## src/rtl/scrf_pkg.sv

```systemverilog
package scrf_pkg;

  localparam int unsigned OP_W    = 2;
  localparam int unsigned COL_W   = 10;
  localparam int unsigned VALUE_W = 16;
  localparam int unsigned EPOCH_W = 4;

  // Largest map that the 10-bit source column can address.
  localparam int unsigned MAX_MAP_DEPTH = 1 << COL_W;

  localparam int unsigned     SRC_COLS_DEF  = 1024;
  localparam logic [31:0]     COUNT_MAX_DEF = 32'd65535;
  localparam logic [VALUE_W-1:0] VALUE_MAX  = '1;

  typedef enum logic [OP_W-1:0] {
    OP_CLEAR   = 2'd0,
    OP_SET     = 2'd1,
    OP_COLUMN  = 2'd2,
    OP_ROW_END = 2'd3
  } op_e;

  localparam logic KIND_COLUMN  = 1'b0;
  localparam logic KIND_ROW_END = 1'b1;

  // One map entry: it counts as mapped only if valid is set and the epoch
  // tag matches the epoch that was current when the lookup was issued.
  typedef struct packed {
    logic               valid;
    logic [EPOCH_W-1:0] epoch;
    logic [COL_W-1:0]   col;
  } map_entry_t;

  // Lookup stage handed from the map controller to the count unit.
  typedef struct packed {
    logic               valid;
    op_e                op;
    logic               in_range;
    logic [EPOCH_W-1:0] epoch;
  } lookup_t;

endpackage

```

## src/rtl/scrf_if.sv

```systemverilog


interface scrf_out_if;
  logic                          valid;
  logic                          ready;
  logic                          result_kind;
  logic [scrf_pkg::VALUE_W-1:0]  value;
  logic                          overflow;

  modport source (output valid, output result_kind, output value, output overflow,
                  input ready);
  modport sink (input valid, input result_kind, input value, input overflow,
                output ready);
endinterface

```

## src/rtl/scrf_count.sv

```systemverilog
module scrf_count #(
  parameter logic [31:0] COUNT_MAX = scrf_pkg::COUNT_MAX_DEF
) (
  input  logic                 clk_i,
  input  logic                 rst_ni,
  input  scrf_pkg::lookup_t    lookup_i,
  input  scrf_pkg::map_entry_t entry_i,
  output logic                 advance_o,
  scrf_out_if.source           out_o
);
  import scrf_pkg::*;

  localparam logic [VALUE_W-1:0] CountLimit =
      (COUNT_MAX > 32'(VALUE_MAX)) ? VALUE_MAX : COUNT_MAX[VALUE_W-1:0];

  logic [VALUE_W-1:0] count_q, count_d;
  logic               sat_q, sat_d;
  logic               out_valid_q, out_valid_d;
  logic               kind_q, kind_d;
  logic [VALUE_W-1:0] value_q, value_d;
  logic               ovf_q, ovf_d;
  logic               fire;
  logic               hit;
  logic               emit;

  // The output register frees up in the cycle its item is taken.
  assign advance_o = !out_valid_q || out_o.ready;
  assign fire      = lookup_i.valid && advance_o;
  assign hit       = lookup_i.in_range && entry_i.valid && (entry_i.epoch == lookup_i.epoch);

  always_comb begin
    count_d = count_q;
    sat_d   = sat_q;
    emit    = 1'b0;
    kind_d  = kind_q;
    value_d = value_q;
    ovf_d   = ovf_q;
    if (fire) begin
      case (lookup_i.op)
        OP_CLEAR: begin
          count_d = '0;
          sat_d   = 1'b0;
        end
        OP_SET: begin
        end
        OP_COLUMN: begin
          if (hit) begin
            if (count_q >= CountLimit) begin
              count_d = CountLimit;
              sat_d   = 1'b1;
            end else begin
              count_d = count_q + VALUE_W'(1);
            end
            emit    = 1'b1;
            kind_d  = KIND_COLUMN;
            value_d = VALUE_W'(entry_i.col);
            ovf_d   = sat_d;
          end
        end
        OP_ROW_END: begin
          emit    = 1'b1;
          kind_d  = KIND_ROW_END;
          value_d = count_q;
          ovf_d   = sat_q;
        end
        default: begin
        end
      endcase
    end
  end

  always_comb begin
    out_valid_d = out_valid_q;
    if (emit) begin
      out_valid_d = 1'b1;
    end else if (out_o.ready) begin
      out_valid_d = 1'b0;
    end
  end

  always_ff @(posedge clk_i or negedge rst_ni) begin
    if (!rst_ni) begin
      count_q     <= '0;
      sat_q       <= 1'b0;
      out_valid_q <= 1'b0;
    end else begin
      count_q     <= count_d;
      sat_q       <= sat_d;
      out_valid_q <= out_valid_d;
    end
  end

  always_ff @(posedge clk_i) begin
    if (emit) begin
      kind_q  <= kind_d;
      value_q <= value_d;
      ovf_q   <= ovf_d;
    end
  end

  assign out_o.valid       = out_valid_q;
  assign out_o.result_kind = kind_q;
  assign out_o.value       = value_q;
  assign out_o.overflow    = ovf_q;

`ifndef SYNTHESIS
  a_count_bounded: assert property (
    @(posedge clk_i) disable iff (!rst_ni)
    count_q <= CountLimit
  ) else $error("nonzero count above its limit");

  a_sat_at_limit: assert property (
    @(posedge clk_i) disable iff (!rst_ni)
    sat_q |-> (count_q == CountLimit)
  ) else $error("overflow flag set below the limit");

  a_clear_zeroes: assert property (
    @(posedge clk_i) disable iff (!rst_ni)
    (fire && (lookup_i.op == OP_CLEAR)) |=> ((count_q == '0) && !sat_q)
  ) else $error("clear did not reset count and flag");
`endif

endmodule

```

## src/flat_wrapper.sv

```systemverilog
// flat-port wrapper written by rule: the top's interface ports become plain ports
module scrf_count_flat import scrf_pkg::*;
#(
  parameter logic [31:0] COUNT_MAX = scrf_pkg::COUNT_MAX_DEF
)
  (clk_i, rst_ni, lookup_i, entry_i, advance_o, out_o_valid, out_o_result_kind, out_o_value, out_o_overflow, out_o_ready);
  scrf_out_if out_o_i ();
  input  logic clk_i;
  input  logic rst_ni;
  input  scrf_pkg::lookup_t lookup_i;
  input  scrf_pkg::map_entry_t entry_i;
  output logic advance_o;
  output wire logic [$bits(out_o_i.valid)-1:0] out_o_valid;
  output wire logic [$bits(out_o_i.result_kind)-1:0] out_o_result_kind;
  output wire logic [$bits(out_o_i.value)-1:0] out_o_value;
  output wire logic [$bits(out_o_i.overflow)-1:0] out_o_overflow;
  input wire logic [$bits(out_o_i.ready)-1:0] out_o_ready;
  assign out_o_valid = out_o_i.valid;
  assign out_o_result_kind = out_o_i.result_kind;
  assign out_o_value = out_o_i.value;
  assign out_o_overflow = out_o_i.overflow;
  assign out_o_i.ready = out_o_ready;
  scrf_count #(.COUNT_MAX(COUNT_MAX)) u_core (.clk_i(clk_i), .rst_ni(rst_ni), .lookup_i(lookup_i), .entry_i(entry_i), .advance_o(advance_o), .out_o(out_o_i));
endmodule
```

## config.mk

```make
export PLATFORM = sky130hd
export DESIGN_NAME = scrf_count_flat
export DESIGN_NICKNAME = d
export VERILOG_FILES = /design/src/rtl/scrf_pkg.sv /design/src/rtl/scrf_if.sv /design/src/rtl/scrf_count.sv /design/src/flat_wrapper.sv
export SDC_FILE = /design/constraint.sdc
export NUM_CORES = 1
export LEC_CHECK = 0
export BUFFER_PORTS_ARGS = -buffer_cell sky130_fd_sc_hd__buf_2
export CAP_MARGIN = 0
export CORE_AREA = 4 4 91 93
export CTS_CLUSTER_SIZE = 12
export DETAILED_ROUTE_END_ITERATION = 12
export DIE_AREA = 0 0 95 97
export MAX_ROUTING_LAYER = met4
export PLACE_DENSITY = 0.53
export SYNTH_ARGS = -nofsm -noshare
export SYNTH_HDL_FRONTEND = slang
export SYNTH_SLANG_ARGS = --single-unit
```

## constraint.sdc

```tcl
create_clock -name clk_i -period 1.92 [get_ports clk_i]
set_clock_uncertainty 0.2 [all_clocks]
set_input_delay 0.384 -clock clk_i [delete_from_list [all_inputs] [get_ports clk_i]]
set_output_delay 0.384 -clock clk_i [all_outputs]
set_load 0.01 [all_outputs]
```

==> results of run 1 <==
tightest hold or removal path, stage by stage:
cell and delay (ns):
buf_2 0.07, nand2_1 0.03, o21ai_0 0.06
flip-flops by register name, indices dropped and copies added, names as in the netlist:
name,cells
u_core.out_o.valid,1
u_core.out_o.result_kind,1
u_core.out_o.overflow,1
u_core.sat_q,1
u_core.count_q,16
u_core.out_o.value,16
power groups by stage:
stage               Combinational [mW]  Sequential (mW)  Clock, mW
finish                           0.166            0.830      0.512
global route                     0.187            0.831      0.584
CTS                              0.161            0.830      0.541
detailed placement               0.155            0.846          0
global placement                 0.153            0.846          0
floorplan                       0.0641            0.852          0
kinds of logic after synthesis:
kind of cell	count (synthesis)	synth area share
AOI/OAI and AO/OA	50	0.1600
xor gates and xnor gates	4	0.01923
adders and majority gates	1	0.006867
buffers and inverters	20	0.04670
DFF	36	0.5440
muxes	4	0.02472
and+or+nand+nor	70	0.1985
layout make-up:
| cell class | count | area [um2] | share of cell area |
|---|---|---|---|
| clock buffer | 7 | 76.32 | 0.02971 |
| clock inverter | 1 | 5.005 | 0.001948 |
| inverter | 13 | 48.80 | 0.01900 |
| multi-input combinational | 130 | 818.3 | 0.3186 |
| sequential | 36 | 992.2 | 0.3863 |
| tap | 102 | 127.6 | 0.04968 |
| timing repair buffer | 77 | 500.5 | 0.1948 |
synthesized netlist by cell type (4+ instances only):
| library cell | instances | area [um2] |
|---|---|---|
| a21oi_1 | 12 | 60.06 |
| dfrtp_1 | 18 | 450.4 |
| edfxtp_1 | 18 | 540.5 |
| inv_1 | 13 | 48.80 |
| mux2_2 | 4 | 45.04 |
| nand2_1 | 22 | 82.58 |
| nand3_1 | 7 | 35.03 |
| nor2_1 | 17 | 63.81 |
| nor3_1 | 5 | 25.02 |
| o211ai_1 | 5 | 37.54 |
| o21ai_0 | 21 | 105.1 |
routing by layer:
layer	track usage	vias up	wire length (um)
met5	-	-	0
met4	0.03996	0	72
met3	0.02799	6	344
met2	0.1611	59	2106
met1	0.1502	737	2153
li1	-	823	-
timing repair:
action	4_1_cts	5_1_grt
hold buffers	1	0
resized for setup	3	8
buffers inserted	1	2
hold endpoints to repair	18	0
pin swaps	1	2
cloned	0	1
endpoints found under the setup margin	13	16
worst paths after layout:
kind                               startpoint                     to  slack (ns)  depth (start not counted)
min reg2reg                      u_core.sat_q           u_core.sat_q        0.31                          2
max reg2reg                u_core.out_o.valid     u_core.count_q[15]        0.02                          5
max                        u_core.out_o.valid     u_core.count_q[15]        0.02                          5
min                                entry_i[9]  u_core.out_o.value[9]        0.17                          3
max in group asynchronous              rst_ni      u_core.count_q[0]        0.79                          2
min in group asynchronous              rst_ni      u_core.count_q[0]        0.39                          2
through the flow:
| stage | util | hold slack, ns | TNS, ns |
|---|---|---|---|
| after global routing | 0.3413 | 0.1590 | -0.1070 |
| after floorplan | - | -0.1116 | -0.03484 |
| final | 0.3413 | 0.1734 | 0 |
| after CTS | 0.3351 | 0.1641 | -0.1152 |
| after detailed placement | 0.3210 | 0.1612 | -4.105 |
| after global placement | 0.3210 | 0.1579 | -3.211 |
==> summary.txt, run 1 <==
Core ar. = 0.007527 mm2
worst-path fanout max = 5
placed cell count = 353
switch share = 0.2291
Area growth, synth to finish = 41.00%
vias in the first global route = 1,605
clk buf depth = 2
Pre-antenna DRT Iters = 4
Port Buffers = 45
Vias/cell = 4.440
critical setup path kind = flip-flop to flip-flop
CP Capture Type = flip-flop
first-pass GRT wire length = 7810 um
share of cells above drive strength 1 = 0.3977
count of final setup violators = 0
GRT Util Overall = 0.1113
Logic pwr share = 0.110
Yosys reg bits = 36
Fill cells = 839
critical path cell sequence = nor2b_4 -> or4_4 -> or2_4 -> o311ai_2 -> nand2_1
Via Count = 1,625
Critical-path top delay cell = or4_4
status = finished, final reports clean
num rows = 32
final hold vios = 0
biggest cell delay along the critical path = 0.47 ns
final instance area = 0.002569 mm2
Total Power = 1.509 mW
Post-synth EDFFs = 18
Post-DP Area = 0.002416 mm2
Worst VDD drop = 0.2068 mV
Slew HR = 0.6858
register area share after synthesis = 0.5440
Synth cell types = 38
Final nets = 290
largest net degree at the start of global routing = 19
P_sw = 0.3456 mW
sequential power share = 0.550
Routed WL = 4677 um
initial antenna violation count = 0
Achievable Freq = 525.4 MHz
H-tree Lvls = 2
RePlAce Congestion = 0.8287
most frequent cells in the layout = 45 x buf_2, 27 x buf_4, 22 x nand2_1, 18 x o21ai_0, 18 x edfxtp_1
PwrDens = 587.4 mW/mm2
Syn. warnings = 0
grt ovf = 0
CTS Buf Count = 5
Die ar. = 0.009215 mm2
setup slack after layout = 0.01675 ns
P_int = 1.163 mW
Detailed Route Iter0 Violations = 91
max_cap viols = 0
Clock Sinks = 36
mapped cell area = 0.001822 mm2
ys async rst share = 0.5000
Setup WS pre-CTS = -0.2462 ns
clk slew on worst S/H paths = 0.07 ns
CP Data Arrival Time = 1.88 ns
TritonCTS clock tree = built
final worst-path cycle share = 0.9913
ant diodes = 0
Mapped Cells = 185
CP top delay family = simple AND/OR/NAND/NOR gates
share of total power in the clock network = 0.339
Worst Tran Pin Value = 0.4713 ns
Syn Nets = 212
Setup crit start kind = flip-flop
Die Span Y = 97 um
ys flop type = edfxtp_1
RSZ-0062 raised after global routing = yes
worst path required time = 1.89 ns
clock latency on the worst-skew pair = 0.29 ns
max-slew violations = 0
Hold Crit Class = input pin to flip-flop
IO Count = 46
DP HPWL = 3433 um
WP buf/inv = 0
Root Driver = clkbuf_8
drt drc = 0
most common cell after layout, fill and taps aside = buf_2
Starting Density = 0.2420
final non-filler cell total = 366
antenna viol nets, final = 0
Avg Synthesized Cell Area = 9.847 um2
Die Wd = 95 um
Routed WL per cell = 12.78 um
min cycle time layout = 1.903 ns
leakage = 1.127 nW
Note: power is estimated with default switching activity, not from simulation.
==> inputs of run 2 (changes only) <==
==> constraint.sdc (replaced) <==
create_clock -name clk_i -period 1.7 [get_ports clk_i]
set_clock_uncertainty 0.2 [all_clocks]
set_input_delay 0.34 -clock clk_i [delete_from_list [all_inputs] [get_ports clk_i]]
set_output_delay 0.34 -clock clk_i [all_outputs]
set_load 0.01 [all_outputs]
==> run 2 against run 1 <==
Compared with the run above: the flow now finishes with violations (negative setup slack); non-clock buffer count is 15 higher; first-iteration DRC count is 9.9% higher; utilization grew 2.3 points.
==> summary.txt, run 2 (same netlist as run 1, synthesis figures left out) <==
status = complete, but fails checks
failing checks = negative setup slack
FF-to-FF setup slack = -0.26 ns (-0.28 ns)
Area growth, synth to finish = 50.69%
Port Buffers = 45 (unchanged)
RSZ-0062 raised after global routing = yes
GRT Util Overall = 0.1143 (+0.002978)
final non-filler cell total = 380 (+3.8%)
Total Neg Setup Slack = -3.692 ns (-3.692 ns)
clk buf depth = 2 (unchanged)
Setup crit start kind = flip-flop
final worst-path cycle share = 1.152 (+0.1609)
fin util = 0.3647 (+0.02344)
max-slew violations = 0 (unchanged)
r2r endpoint = u_core.count_q[7]
DP HPWL = 3598 um (+4.8%)
Die Span Y = 97 um (unchanged)
grt ovf = 0 (unchanged)
Vias/cell = 4.384 (-1.3%)
Achievable Freq = 510.5 MHz (-2.8%)
placed cell count = 366 (+3.7%)
leakage = 1.226 nW (+8.7%)
Final nets = 304 (+4.8%)
vias in the first global route = 1,649 (+2.7%)
worst path required time = 1.67 ns (-0.22 ns)
Clock Sinks = 36 (unchanged)
num rows = 32 (unchanged)
Die Wd = 95 um (unchanged)
RePlAce Congestion = 0.8464 (+2.1%)
most frequent cells in the layout = 44 x buf_2, 38 x buf_4, 22 x nand2_1, 18 x dfrtp_1, 18 x edfxtp_1
Worst Tran Pin Value = 0.4406 ns (-0.03073 ns)
worst r2r src = u_core.out_o.valid
Core ar. = 0.007527 mm2 (unchanged)
Worst Hold Launch = entry_i[6]
CP Data Arrival Time = 1.93 ns (+0.05 ns)
TritonCTS clock tree = built
worst hold path stage count = 3 (unchanged)
PwrDens = 625.6 mW/mm2 (+6.5%)
Detailed Route Iter0 Violations = 100 (+9.9%)
min cycle time layout = 1.959 ns (+0.05553 ns)
setup slack after layout = -0.2588 ns (-0.2755 ns)
final hold slack = 0.1325 ns (-0.04095 ns)
IO Count = 46 (unchanged)
Worst Reg2Reg Path Length in Cells = 6 (+1)
Die ar. = 0.009215 mm2 (unchanged)
CP Capture Type = flip-flop
WP buf/inv = 1 (+1)
Worst VDD drop = 0.2466 mV (+19%)
largest net degree at the start of global routing = 21 (+2)
Root Driver = clkbuf_8
Total Power = 1.717 mW (+14%)
Pre-antenna DRT Iters = 4 (unchanged)
critical setup path kind = flip-flop to flip-flop
clk slew on worst S/H paths = 0.08 ns (about the same)
Starting Density = 0.2420 (unchanged)
Routed WL per cell = 12.62 um (-1.3%)
CP top delay family = simple AND/OR/NAND/NOR gates
critical path cell sequence = nor2b_4 -> or4_4 -> o21a_1 -> buf_12 -> a21oi_2 -> o22ai_1
worst-path fanout max = 11 (+6)
Via Count = 1,666 (+2.5%)
CTS Buf Count = 5 (unchanged)
clock latency on the worst-skew pair = 0.29 ns (about the same)
biggest cell delay along the critical path = 0.55 ns (+0.08 ns)
hold endpoint = u_core.out_o.value[6]
count of final setup violators = 18 (+18)
Hold Crit Class = input pin to flip-flop
Critical-path top delay cell = or4_4
H-tree Lvls = 2 (unchanged)
first-pass GRT wire length = 8038 um (+2.9%)
share of cells above drive strength 1 = 0.4496 (+0.05191)
final hold vios = 0 (unchanged)
ant diodes = 0 (unchanged)
drt drc = 0 (unchanged)
most common cell after layout, fill and taps aside = buf_2
Routed WL = 4794 um (+2.5%)
antenna viol nets, final = 0 (unchanged)
initial antenna violation count = 0 (unchanged)
Slew HR = 0.7063 (+0.02049)
max_cap viols = 0 (unchanged)
[run 2: cell types whose count changed in the layout (fill, tap and decap cells not counted), moves of 2 or more]
cell	change
buf_4	+11
a21oi_2	+5
a21oi_1	-5
buf_6	+3
o21ai_1	+2
clkinv_1	+2
o21ai_0	-2
buf_12	+2
[run 2: report_power, final]
group	internal [mW]	switching [mW]	total [mW]
combinational	0.101	0.0945	0.196
sequential	0.932	0.00467	0.937
clock	0.280	0.305	0.584
total	1.31	0.404	1.72
[run 2: worst max path at each step]
stage / depth (start not counted) / endpoint / start
detailed placement: 6 / u_core.count_q[15] / lookup_i[2]
global placement: 6 / u_core.count_q[15] / lookup_i[2]
CTS: 6 / u_core.count_q[7] / u_core.out_o.valid
global route: 6 / u_core.count_q[12] / u_core.out_o.valid
floorplan: 5 / u_core.count_q[15] / u_core.out_o.valid
finish: 6 / u_core.count_q[7] / u_core.out_o.valid
[run 2: tightest hold or removal path, cell delays in order]
cell	delay, ns
buf_2	0.07
nand2_1	0.03
o21ai_0	0.06
[run 2: layout make-up]
type	instances	area, um2
inverter	13	51.30
sequential	36	991.0
tap	102	127.6
fill	806	4782
clock buffer	6	72.57
multi-input combinational	129	843.3
timing repair buffer	92	651.9
clock inverter	2	7.507
[run 2: repair_timing]
item,CTS,global route
hold buffers,1,0
pin swaps,3,4
hold endpoints to repair,18,0
resized for setup,4,10
endpoints found under the setup margin,18,37
setup buffers,2,3
[run 2: per-stage QoR]
stage          setup WS (ns)  instance area (um2)
2_1_floorplan        -0.2450                 1899
3_3_place_gp         -0.3093                 2566
3_5_place_dp         -0.3288                 2566
4_1_cts              -0.2575                 2684
5_1_grt              -0.3399                 2745
6_report             -0.2588                 2745
[run 2: metal layers]
metal  track usage  wire length [um]
met1        0.1546              2322
met2        0.1638              2123
met3       0.02566               275
met4       0.04772                73
met5             -                 0
==> inputs of run 3 (changes only) <==
--- a/config.mk
+++ b/config.mk
@@ -7,12 +7,13 @@
 export LEC_CHECK = 0
 export BUFFER_PORTS_ARGS = -buffer_cell sky130_fd_sc_hd__buf_2
 export CAP_MARGIN = 0
-export CORE_AREA = 4 4 91 93
+export CORE_AREA = 4 4 83 101
 export CTS_CLUSTER_SIZE = 12
 export DETAILED_ROUTE_END_ITERATION = 12
-export DIE_AREA = 0 0 95 97
+export DIE_AREA = 0 0 87 105
 export MAX_ROUTING_LAYER = met4
-export PLACE_DENSITY = 0.53
+export PLACE_DENSITY = 0.54
+export SETUP_SLACK_MARGIN = 0.02
 export SYNTH_ARGS = -nofsm -noshare
 export SYNTH_HDL_FRONTEND = slang
 export SYNTH_SLANG_ARGS = --single-unit
==> run 3 against run 2 <==
Compared with the run above: the flow still finishes with violations (negative setup slack); maximum frequency is 0.79% higher; cell area is 0.32% higher; combinational power increased by 3%; sequential power is essentially flat; final cell count is 2.6% lower; clock power rose by 7.0%; worst setup slack improved by 0.015 ns; critical path depth unchanged; critical endpoint is now u_core.count_q[6].
==> summary.txt, run 3 (same netlist as run 1, synthesis figures left out) <==
max_cap viols = 0 (unchanged)
Worst Tran Pin Value = 0.4431 ns (+0.002528 ns)
ant diodes = 0 (unchanged)
Slew HR = 0.7046 (-0.001685)
max-slew violations = 0 (unchanged)
biggest cell delay along the critical path = 0.54 ns (about the same)
worst path required time = 1.71 ns (+0.04 ns)
area of the multi-input gates = 869.6 um2 (+3.1%)
RePlAce Congestion = 0.7993 (-5.6%)
most common cell after layout, fill and taps aside = buf_2
clock latency on the worst-skew pair = 0.28 ns (about the same)
Port Buffers = 45 (unchanged)
Pre-antenna DRT Iters = 5 (+1)
Setup WS pre-CTS = -0.3224 ns (+0.006425 ns)
Setup crit start kind = flip-flop
RSZ-0062 raised after global routing = yes
first-pass GRT wire length = 8342 um (+3.8%)
Routed WL = 4997 um (+4.2%)
Worst VDD drop = 0.2448 mV (-0.71%)
share of cells above drive strength 1 = 0.4676 (+0.01799)
worst-path fanout max = 5 (-6)
initial antenna violation count = 0 (unchanged)
setup slack after layout = -0.2435 ns (+0.01527 ns)
num rows = 35 (+9.4%)
Final nets = 304 (unchanged)
vias in the first global route = 1,814 (+10%)
Core ar. = 0.007488 mm2 (-0.52%)
final hold vios = 0 (unchanged)
count of final setup violators = 18 (unchanged)
clk slew on worst S/H paths = 0.07 ns (about the same)
GRT Util Overall = 0.1182 (+0.003872)
status = complete, but fails checks
CP Data Arrival Time = 1.96 ns (+0.03 ns)
critical path cell sequence = nor2b_4 -> or4_4 -> nor3_4 -> buf_2 -> a21oi_2 -> o21ai_1
Die Wd = 87 um (-8.4%)
Total Neg Setup Slack = -3.637 ns (+0.05518 ns)
most frequent cells in the layout = 45 x buf_2, 38 x buf_4, 21 x nand2_1, 18 x dfrtp_1, 18 x edfxtp_1
CTS Buf Count = 5 (unchanged)
CP Capture Type = flip-flop
IO Count = 46 (unchanged)
Detailed Route Iter0 Violations = 74 (-26%)
min cycle time layout = 1.944 ns (-0.01527 ns)
DP HPWL = 3780 um (+5.1%)
final instance area = 0.002754 mm2 (+0.32%)
fin util = 0.3678 (+0.003059)
TritonCTS clock tree = built
Fill cells = 761 (-5.6%)
largest net degree at the start of global routing = 19 (-9.5%)
Area growth, synth to finish = 51.17%
Root Driver = clkbuf_8
final worst-path cycle share = 1.143 (-0.008981)
H-tree Lvls = 2 (unchanged)
Clock Sinks = 36 (unchanged)
drt drc = 0 (unchanged)
antenna viol nets, final = 0 (unchanged)
PwrDens = 640.7 mW/mm2 (+2.4%)
grt ovf = 0 (unchanged)
Hold Crit Class = input pin to flip-flop
critical setup path kind = flip-flop to flip-flop
Die Span Y = 105 um (+8.2%)
clk buf depth = 2 (unchanged)
Starting Density = 0.2433 (+0.001254)
register area = 991.0 um2 (unchanged)
Vias/cell = 4.659 (+6.3%)
leakage = 1.240 nW (+1.1%)
Achievable Freq = 514.5 MHz (+0.79%)
Routed WL per cell = 13.51 um (+7.1%)
failing checks = negative setup slack
Via Count = 1,724 (+3.5%)
Critical-path top delay cell = or4_4
Post-DP Area = 0.002534 mm2 (-1.3%)
Die ar. = 0.009135 mm2 (-0.87%)
## run 3: worst max-delay path: cells and delay by family, from the launching register on
family          cells  cell delay, ns
compound gates      2            0.19
buf+inv             1            0.21
flops               1            0.39
simple gates        3            0.88
## run 3: stage by stage
| stage | hold slack, ns | power, mW | std cells |
|---|---|---|---|
| 2_1_floorplan | -0.1556 | 1.038 | 185 |
| 3_3_place_gp | 0.1038 | 1.139 | 355 |
| 3_5_place_dp | 0.1043 | 1.143 | 355 |
| 4_1_cts | 0.1247 | 1.787 | 368 |
| 5_1_grt | 0.1438 | 1.852 | 370 |
| 6_report | 0.1261 | 1.764 | 370 |
## run 3: cell type report
type,count,share of cell area
clock buffer,8,0.03271
tap,92,0.04180
timing repair buffer,92,0.2313
sequential,36,0.3598
multi-input combinational,129,0.3158
inverter,13,0.01863
## run 3: per-layer routing
layer  share of wire  track usage  vias to the layer above  routed length [um]
met1            0.43       0.1351                      819                2152
met2            0.51       0.1987                       47                2529
li1                -            -                      851                   -
met5               0            -                        -                   0
met3           0.046      0.02366                        7                 230
met4           0.017      0.04788                        0                  85
## run 3: worst paths after layout
path / from / endpoint / slack, ns / cells past startpoint
hold / removal: entry_i[7] / u_core.out_o.value[7] / 0.13 / 3
setup / recovery: u_core.out_o.valid / u_core.count_q[6] / -0.24 / 6
min in group asynchronous: rst_ni / u_core.count_q[5] / 0.33 / 2
hold reg to reg: u_core.sat_q / u_core.sat_q / 0.32 / 2
max in group asynchronous: rst_ni / u_core.count_q[11] / 0.66 / 2
setup reg to reg: u_core.out_o.valid / u_core.count_q[6] / -0.24 / 6
## run 3: what timing repair did
action,in CTS,in global routing
endpoints found under the setup margin,19,37
setup buffers,4,1
cloned,0,1
hold endpoints to repair,18,0
pin swaps,5,3
hold buffers,1,0
resized for setup,12,9
## run 3: report_power, final
part | total (mW) | switching, mW | internal (mW) | leakage, nW
logic | 0.202 | 0.0983 | 0.104 | 0.770
registers | 0.937 | 0.00493 | 0.933 | 0.424
clock network | 0.625 | 0.294 | 0.331 | 0.0455
total | 1.76 | 0.398 | 1.37 | 1.24
